$ cat config.mk
export PLATFORM = sky130hd
export DESIGN_NAME = sorted_priority_queue_unit_flat
export DESIGN_NICKNAME = d
export VERILOG_FILES = /design/src/hw/rtl/spq_pkg.sv /design/src/hw/rtl/spq_stream_if.sv /design/src/hw/rtl/spq_cell.sv /design/src/hw/rtl/sorted_priority_queue_unit.sv /design/src/flat_wrapper.sv
export SDC_FILE = /design/constraint.sdc
export NUM_CORES = 2
export LEC_CHECK = 0
export CORE_UTILIZATION = 45
export DETAILED_ROUTE_END_ITERATION = 7
export DONT_BUFFER_PORTS = 1
export GPL_TIMING_DRIVEN = 0
export HOLD_SLACK_MARGIN = 0.06
export SETUP_SLACK_MARGIN = 0.5
export SLEW_MARGIN = 25
export SYNTH_ARGS = -nofsm -noshare
export SYNTH_HDL_FRONTEND = slang
export SYNTH_SLANG_ARGS = --single-unit
$ cat constraint.sdc
create_clock -name clk -period 6.8 [get_ports clk]
set_input_delay 1.36 -clock clk [delete_from_list [all_inputs] [get_ports clk]]
set_output_delay 1.36 -clock clk [all_outputs]
set_load 0.02 [all_outputs]
$ cat src/hw/rtl/spq_pkg.sv
// Shared types and codes for the sorted priority queue.
package spq_pkg;

	localparam int OCC_W = 5;

	localparam logic REQ_INSERT = 1'b0;
	localparam logic REQ_POP    = 1'b1;

	localparam logic [1:0] ST_DONE  = 2'd0;
	localparam logic [1:0] ST_UNDER = 2'd1;
	localparam logic [1:0] ST_OVER  = 2'd2;

	typedef struct packed {
		logic               req_type;
		logic signed [31:0] item_data;
		logic signed [31:0] item_priority;
	} req_t;

	typedef struct packed {
		logic [1:0]         status;
		logic signed [31:0] out_data;
		logic signed [31:0] out_priority;
		logic [OCC_W-1:0]   occupancy;
	} rsp_t;

	// Broadcast operation for every cell of the row.
	typedef struct packed {
		logic ins;
		logic pop;
	} cell_ctl_t;

endpackage

$ cat src/hw/rtl/spq_stream_if.sv
// Valid/ready stream channel carrying one payload per transaction.
interface spq_stream_if #(
	parameter type payload_t = logic
);
	logic     valid;
	logic     ready;
	payload_t payload;

	modport source (output valid, output payload, input ready);
	modport sink   (input valid, input payload, output ready);
endinterface

$ cat src/hw/rtl/spq_cell.sv
// One slot of the sorted row: holds an entry, shifts or takes the new one.
module spq_cell import spq_pkg::*; #(
	parameter int DATA_WIDTH = 32
) (
	input  logic                  clk,
	input  cell_ctl_t             ctl,
	input  logic                  occ,
	input  logic signed [31:0]    new_prio,
	input  logic [DATA_WIDTH-1:0] new_data,
	input  logic                  prev_keep,
	input  logic signed [31:0]    prev_prio,
	input  logic [DATA_WIDTH-1:0] prev_data,
	input  logic signed [31:0]    next_prio,
	input  logic [DATA_WIDTH-1:0] next_data,
	output logic signed [31:0]    prio,
	output logic [DATA_WIDTH-1:0] data,
	output logic                  keep
);

	logic signed [31:0]    prio_q;
	logic [DATA_WIDTH-1:0] data_q;

	// Entry stays put when it ranks at or above the newcomer.
	assign keep = occ && (prio_q >= new_prio);
	assign prio = prio_q;
	assign data = data_q;

	always_ff @(posedge clk) begin
		if (ctl.ins) begin
			if (!keep) begin
				if (prev_keep) begin
					prio_q <= new_prio;
					data_q <= new_data;
				end else begin
					prio_q <= prev_prio;
					data_q <= prev_data;
				end
			end
		end else if (ctl.pop) begin
			prio_q <= next_prio;
			data_q <= next_data;
		end
	end

endmodule

$ cat src/hw/rtl/sorted_priority_queue_unit.sv
// Top level of the sorted priority queue: a row of DEPTH entry cells.
//
//  channel  dir  payload                                          handshake
//  req      in   req_type, item_data, item_priority               valid/ready
//  rsp      out  status, out_data, out_priority, occupancy        valid/ready
//
// Each transaction on req gives one rsp transaction, held in the output register.
// One request per cycle while req.ready is high: the whole row compares against
// the new priority and shifts in the same cycle an insert or pop is taken.
// req.ready drops only while a result sits in the output register unclaimed.
// Reset clears the entry count and the output valid; cell contents need none.
module sorted_priority_queue_unit import spq_pkg::*; #(
	parameter int DEPTH      = 16,
	parameter int DATA_WIDTH = 32
) (
	input  logic         clk,
	input  logic         arst_n,
	spq_stream_if.sink   req,
	spq_stream_if.source rsp
);

	localparam int CNT_W = $clog2(DEPTH + 1);

	logic [CNT_W-1:0]      count_q;
	logic [CNT_W-1:0]      count_nxt;
	logic                  accept;
	logic                  full;
	logic                  empty;
	cell_ctl_t             ctl;
	logic [DATA_WIDTH-1:0] new_data;
	logic [DATA_WIDTH+31:0] din_ext;
	logic [DATA_WIDTH+31:0] dout_ext;
	logic [CNT_W+OCC_W-1:0] occ_ext;
	logic                  rsp_vld_q;
	rsp_t                  rsp_q;
	rsp_t                  rsp_nxt;

	logic signed [31:0]    prio_a [DEPTH];
	logic [DATA_WIDTH-1:0] data_a [DEPTH];
	logic                  keep_a [DEPTH];

	assign req.ready = !rsp_vld_q || rsp.ready;
	assign accept    = req.valid && req.ready;
	assign full      = (count_q == CNT_W'(DEPTH));
	assign empty     = (count_q == '0);

	assign ctl.ins = accept && (req.payload.req_type == REQ_INSERT) && !full;
	assign ctl.pop = accept && (req.payload.req_type == REQ_POP) && !empty;

	assign din_ext  = {{DATA_WIDTH{1'b0}}, req.payload.item_data};
	assign new_data = din_ext[DATA_WIDTH-1:0];
	assign dout_ext = {32'b0, data_a[0]};

	always_comb begin
		count_nxt = count_q;
		if (ctl.ins) begin
			count_nxt = count_q + CNT_W'(1);
		end else if (ctl.pop) begin
			count_nxt = count_q - CNT_W'(1);
		end
	end

	assign occ_ext = {{OCC_W{1'b0}}, count_nxt};

	always_comb begin
		rsp_nxt              = '0;
		rsp_nxt.occupancy    = occ_ext[OCC_W-1:0];
		if (req.payload.req_type == REQ_INSERT) begin
			rsp_nxt.status = full ? ST_OVER : ST_DONE;
		end else if (empty) begin
			rsp_nxt.status = ST_UNDER;
		end else begin
			rsp_nxt.status       = ST_DONE;
			rsp_nxt.out_data     = dout_ext[31:0];
			rsp_nxt.out_priority = prio_a[0];
		end
	end

	genvar i;
	generate
		for (i = 0; i < DEPTH; i++) begin : g_cell
			logic                  prev_keep;
			logic signed [31:0]    prev_prio;
			logic [DATA_WIDTH-1:0] prev_data;
			logic signed [31:0]    next_prio;
			logic [DATA_WIDTH-1:0] next_data;

			if (i == 0) begin : g_head
				assign prev_keep = 1'b1;
				assign prev_prio = req.payload.item_priority;
				assign prev_data = new_data;
			end else begin : g_body
				assign prev_keep = keep_a[i-1];
				assign prev_prio = prio_a[i-1];
				assign prev_data = data_a[i-1];
			end

			if (i == DEPTH - 1) begin : g_tail
				assign next_prio = prio_a[i];
				assign next_data = data_a[i];
			end else begin : g_mid
				assign next_prio = prio_a[i+1];
				assign next_data = data_a[i+1];
			end

			spq_cell #(
				.DATA_WIDTH(DATA_WIDTH)
			) u_cell (
				.clk      (clk),
				.ctl      (ctl),
				.occ      (CNT_W'(i) < count_q),
				.new_prio (req.payload.item_priority),
				.new_data (new_data),
				.prev_keep(prev_keep),
				.prev_prio(prev_prio),
				.prev_data(prev_data),
				.next_prio(next_prio),
				.next_data(next_data),
				.prio     (prio_a[i]),
				.data     (data_a[i]),
				.keep     (keep_a[i])
			);
		end
	endgenerate

	always_ff @(posedge clk or negedge arst_n) begin
		if (!arst_n) begin
			count_q   <= '0;
			rsp_vld_q <= 1'b0;
		end else begin
			count_q <= count_nxt;
			if (accept) begin
				rsp_vld_q <= 1'b1;
			end else if (rsp.ready) begin
				rsp_vld_q <= 1'b0;
			end
		end
	end

	always_ff @(posedge clk) begin
		if (accept) begin
			rsp_q <= rsp_nxt;
		end
	end

	assign rsp.valid   = rsp_vld_q;
	assign rsp.payload = rsp_q;

endmodule

$ cat src/flat_wrapper.sv
// flat-port wrapper written by rule: the top's interface ports become plain ports
module sorted_priority_queue_unit_flat import spq_pkg::*;
#(
	parameter int DEPTH      = 16,
	parameter int DATA_WIDTH = 32
)
  (clk, arst_n, req_valid, req_payload, req_ready, rsp_valid, rsp_payload, rsp_ready);
  spq_stream_if #(.payload_t(req_t)) req_i ();
  spq_stream_if #(.payload_t(rsp_t)) rsp_i ();
  input  logic clk;
  input  logic arst_n;
  input wire logic [$bits(req_i.valid)-1:0] req_valid;
  input wire logic [$bits(req_i.payload)-1:0] req_payload;
  output wire logic [$bits(req_i.ready)-1:0] req_ready;
  output wire logic [$bits(rsp_i.valid)-1:0] rsp_valid;
  output wire logic [$bits(rsp_i.payload)-1:0] rsp_payload;
  input wire logic [$bits(rsp_i.ready)-1:0] rsp_ready;
  assign req_i.valid = req_valid;
  assign req_i.payload = req_payload;
  assign req_ready = req_i.ready;
  assign rsp_valid = rsp_i.valid;
  assign rsp_payload = rsp_i.payload;
  assign rsp_i.ready = rsp_ready;
  sorted_priority_queue_unit #(.DEPTH(DEPTH), .DATA_WIDTH(DATA_WIDTH)) u_core (.clk(clk), .arst_n(arst_n), .req(req_i), .rsp(rsp_i));
endmodule
==> flow_summary.toml <==
[final_layout]
nFillCells = 12800
post-route-util = 0.5219
multi_input_area_sq_mm = 0.02987
drive_gt1_frac = 0.09701
final_area_sq_mm = 0.07416
synthToLayoutAreaGrowth_pct = 14.75
final_nets = 6873
final-seq-area_sq_mm = 0.03303

[grt]
antenna_found_initial = 16
grt_pass1_vias = 52770
grt_pass1_wl_um = 380700
grt_max_degree = 39
grt_usage = 0.3669
grt_overflow = 0

[sta]
whs_ns = 0.2643
finalCritPeriodShare = 0.9639
slew_headroom = 0.1377
fmax_mhz = 152.6
skew_ns = 0.02327
rsz0062_at_grt = "no"
min_period_ns = 6.554
slew_violations = 0
hold_violations = 0
worstMarginPinSlew_ns = 1.280
finalSetupTns_ns = 0
setup_violations = 0

[detailed_routing]
drt_iter0_drc = 7167
firstDrtPassIters = 8
drc_errors = 0
wl_um = 271900
routed_via_density = 6.522
vias = 54090
antenna_left = 0
wl_per_cell_um = 32.79

[clock_tree]
cts_tree = "done"
clk_latency_ns = 0.79
path_clk_slew_ns = 0.06
cts_root_buffer = "clkbuf_16"
cts_buffers = 134
clk_path_buf_depth = 3
cts.sinks = 1101
htreeDepth = 4

[pwr]
p_leak_uw = 0.02908
pwr_density_cell_mw_per_mm2 = 362.9
ir_drop_mv = 0.2612

[synthesis]
synth.ff_latch_count = 1101
netlist_area_sq_mm = 0.06463
synthCells = 5978
netlist.area_leader.share = 0.5088
synth_top_cell_by_area = "edfxtp_1"
synth-main-ff-cell = "edfxtp_1"
synth_area_leaders = "edfxtp_1, mux2i_1, ha_1, nand2_1, o21ai_0"
syn_avg_cell_area_sq_um = 10.81
async_reset_ff_frac = 0.005450
ys_types = 65
synth_enable_flop_cells = 1095
ys_seq_area_frac = 0.5111
syn-num-nets = 6562
ys_warn_count = 0

[worst_setup_path]
crit_slowest_cell = "clkdlybuf4s15_1"
reg2reg_depth = 12
cp_slowest_stage_delay_ns = 0.65
cp-start-kind = "input port"
crit_family = "buffers and inverters"
required_ns = 7.33
cp_max_fo = 16
critical_path_buf_inv_count = 9
r2r-end = "u_core.g_cell[12].u_cell.prio[27]"
path_class = "input port to flip-flop"
endpoint_kind = "flip-flop"
path_cells = "clkdlybuf4s15_1 -> clkinvlp_4 -> buf_4 -> buf_4 -> ha_1 -> nand4_1 -> or2_1 -> nor2_1 -> o31ai_1 -> and4_1 -> nor3_2 -> clkbuf_4 -> buf_2 -> o21ai_4 -> buf_16 -> buf_16 -> buf_16"
worst-r2r-setup-slack_ns = 1.07
critPathArrivalTime_ns = 7.08
r2r_start = "u_core.count_q[1]"
crit_top_cell = "buf_16"

[floorplanning]
rows = 138
die_w_um = 381.0
pin_count = 142
core_sq_mm = 0.1421
start_util = 0.4548
dieArea_sq_mm = 0.1451
die_h_um = 381.0

[placed_design]
gp_congestion = 0.9886
port_buffers = 0
dp_hpwl_um = 201300
postPlaceCellArea_sq_mm = 0.06867

[worst_hold_path]
hold_class = "input port to async pin"

[job]
cap_violations = 0

[run_status]
status = "finished, final reports clean"
==> per-stage QoR <==
| stage | setup slack, ns | std cells | power (uW) |
|---|---|---|---|
| after global placement | -4.232 | 7868 | 18900 |
| after floorplan | 0.7770 | 5978 | 15500 |
| after global routing | 0.5208 | 8283 | 27640 |
| after detailed placement | -1.652 | 7927 | 19330 |
| final | 0.2456 | 8293 | 26920 |
| after CTS | 0.5110 | 8277 | 26540 |
==> worst max path at each step <==
stage | from | to | slack, ns | cells after the start
final | req_payload[24] | u_core.g_cell[5].u_cell.prio[4] | 0.25 | 17
after global routing | req_payload[24] | u_core.g_cell[5].u_cell.prio[7] | 0.52 | 17
after CTS | req_payload[31] | u_core.g_cell[4].u_cell.prio[5] | 0.51 | 16
after detailed placement | req_payload[27] | u_core.g_cell[13].u_cell.data[21] | -1.65 | 15
after global placement | rsp_ready | u_core.g_cell[15].u_cell.data[13] | -4.23 | 8
after floorplan | req_payload[1] | u_core.g_cell[14].u_cell.data[0] | 0.78 | 13
==> synthesized netlist by cell type (all sizes together), types with 3 or more instances <==
library cell     n
a2111oi         11
a211oi          22
a21boi          10
a21o            61
a21oi          256
a221o            5
a221oi           9
a22oi            3
a31oi           37
a32o             6
and2            68
and3            12
and4            10
buf             88
clkbuf         334
dfrtp            6
edfxtp        1095
ha             515
inv             69
mux2            64
mux2i          653
nand2         1048
nand2b           8
nand3          309
nand4          108
nor2           135
nor2b           23
nor3            19
nor3b            6
nor4            15
o211ai         215
o21a            10
o21ai          684
o21bai           3
o221ai           9
o22ai            3
o2bb2ai          3
o311ai          10
o31ai            4
or2              5
or4              3
or4b             4
xnor2            3
==> timing repair <==
item	in CTS	in global routing
pin swaps	0	2
setup buffers	112	3
gates resized for setup	54	29
hold buffers	0	0
endpoints found under the setup margin	1079	317
==> flip-flops by register name (all words and copies together) (netlist names) <==
name and count:
u_core.g_cell.u_cell.prio 512, u_core.count_q 5, u_core.g_cell.u_cell.data 512, u_core.rsp.payload 71
u_core.rsp.valid 1
==> layout by cell type (no fill, tap or decap), types with 127 or more instances in the layout <==
master     netlist  routed
buf_4           20     136
clkbuf_1       334     317
edfxtp_1      1095    1095
mux2i_1        653     653
clkbuf_16        0     135
o21ai_0        465     454
nand3_1        309     309
nand2_1       1048    1041
ha_1           515     515
o21ai_1        219     221
nor2_1         131     127
a21oi_1        256     256
o211ai_1       215     215
==> metal layers <==
metal,global-route usage,up-vias,share of wire
li1,-,23160,-
met1,0.4665,26880,0.38
met2,0.5663,3285,0.44
met3,0.08561,749,0.10
met4,0.2244,8,0.071
met5,0,-,0.00035
==> report_power, final <==
group	total [uW]	switching, uW	internal, uW	leakage [uW]
clock	7210	3130	4070	0.00208
sequential	10100	964	9180	0.0104
combinational	9570	6310	3260	0.0166
total	26900	10400	16500	0.0291
==> worst reg2reg max path, stage by stage, from the launching register on <==
cell and delay, ns:
dfrtp_1 0.38, clkbuf_1 0.26, inv_1 0.19, ha_1 0.24, nor3b_1 0.29, nand2_1 0.35, nand2_1 0.19, clkbuf_1 0.84
clkbuf_1 0.73, clkbuf_1 0.91, clkbuf_1 0.93, nand2_1 0.15, o21ai_1 0.12
==> logic make-up after synthesis <==
group,after synthesis,synth area share
and+or+nand+nor,1773,0.1204
AOI/OAI and AO/OA,1377,0.1246
buffers and inverters,491,0.03134
xor gates and xnor gates,4,0.0005422
DFF,1101,0.5111
adders and majority gates,515,0.09971
muxes,717,0.1123
==> final cells by class <==
class                      count  share of cell area
clock inverter                74            0.009785
sequential                  1101              0.4454
buffer                       422             0.02490
tap                         1890             0.03189
timing repair buffer         175             0.03185
multi-input combinational   4386              0.4028
antenna                       12           0.0004049
inverter                      69            0.005129
clock buffer                 164             0.04783
No activity file was read; power rests on OpenSTA's default activity.
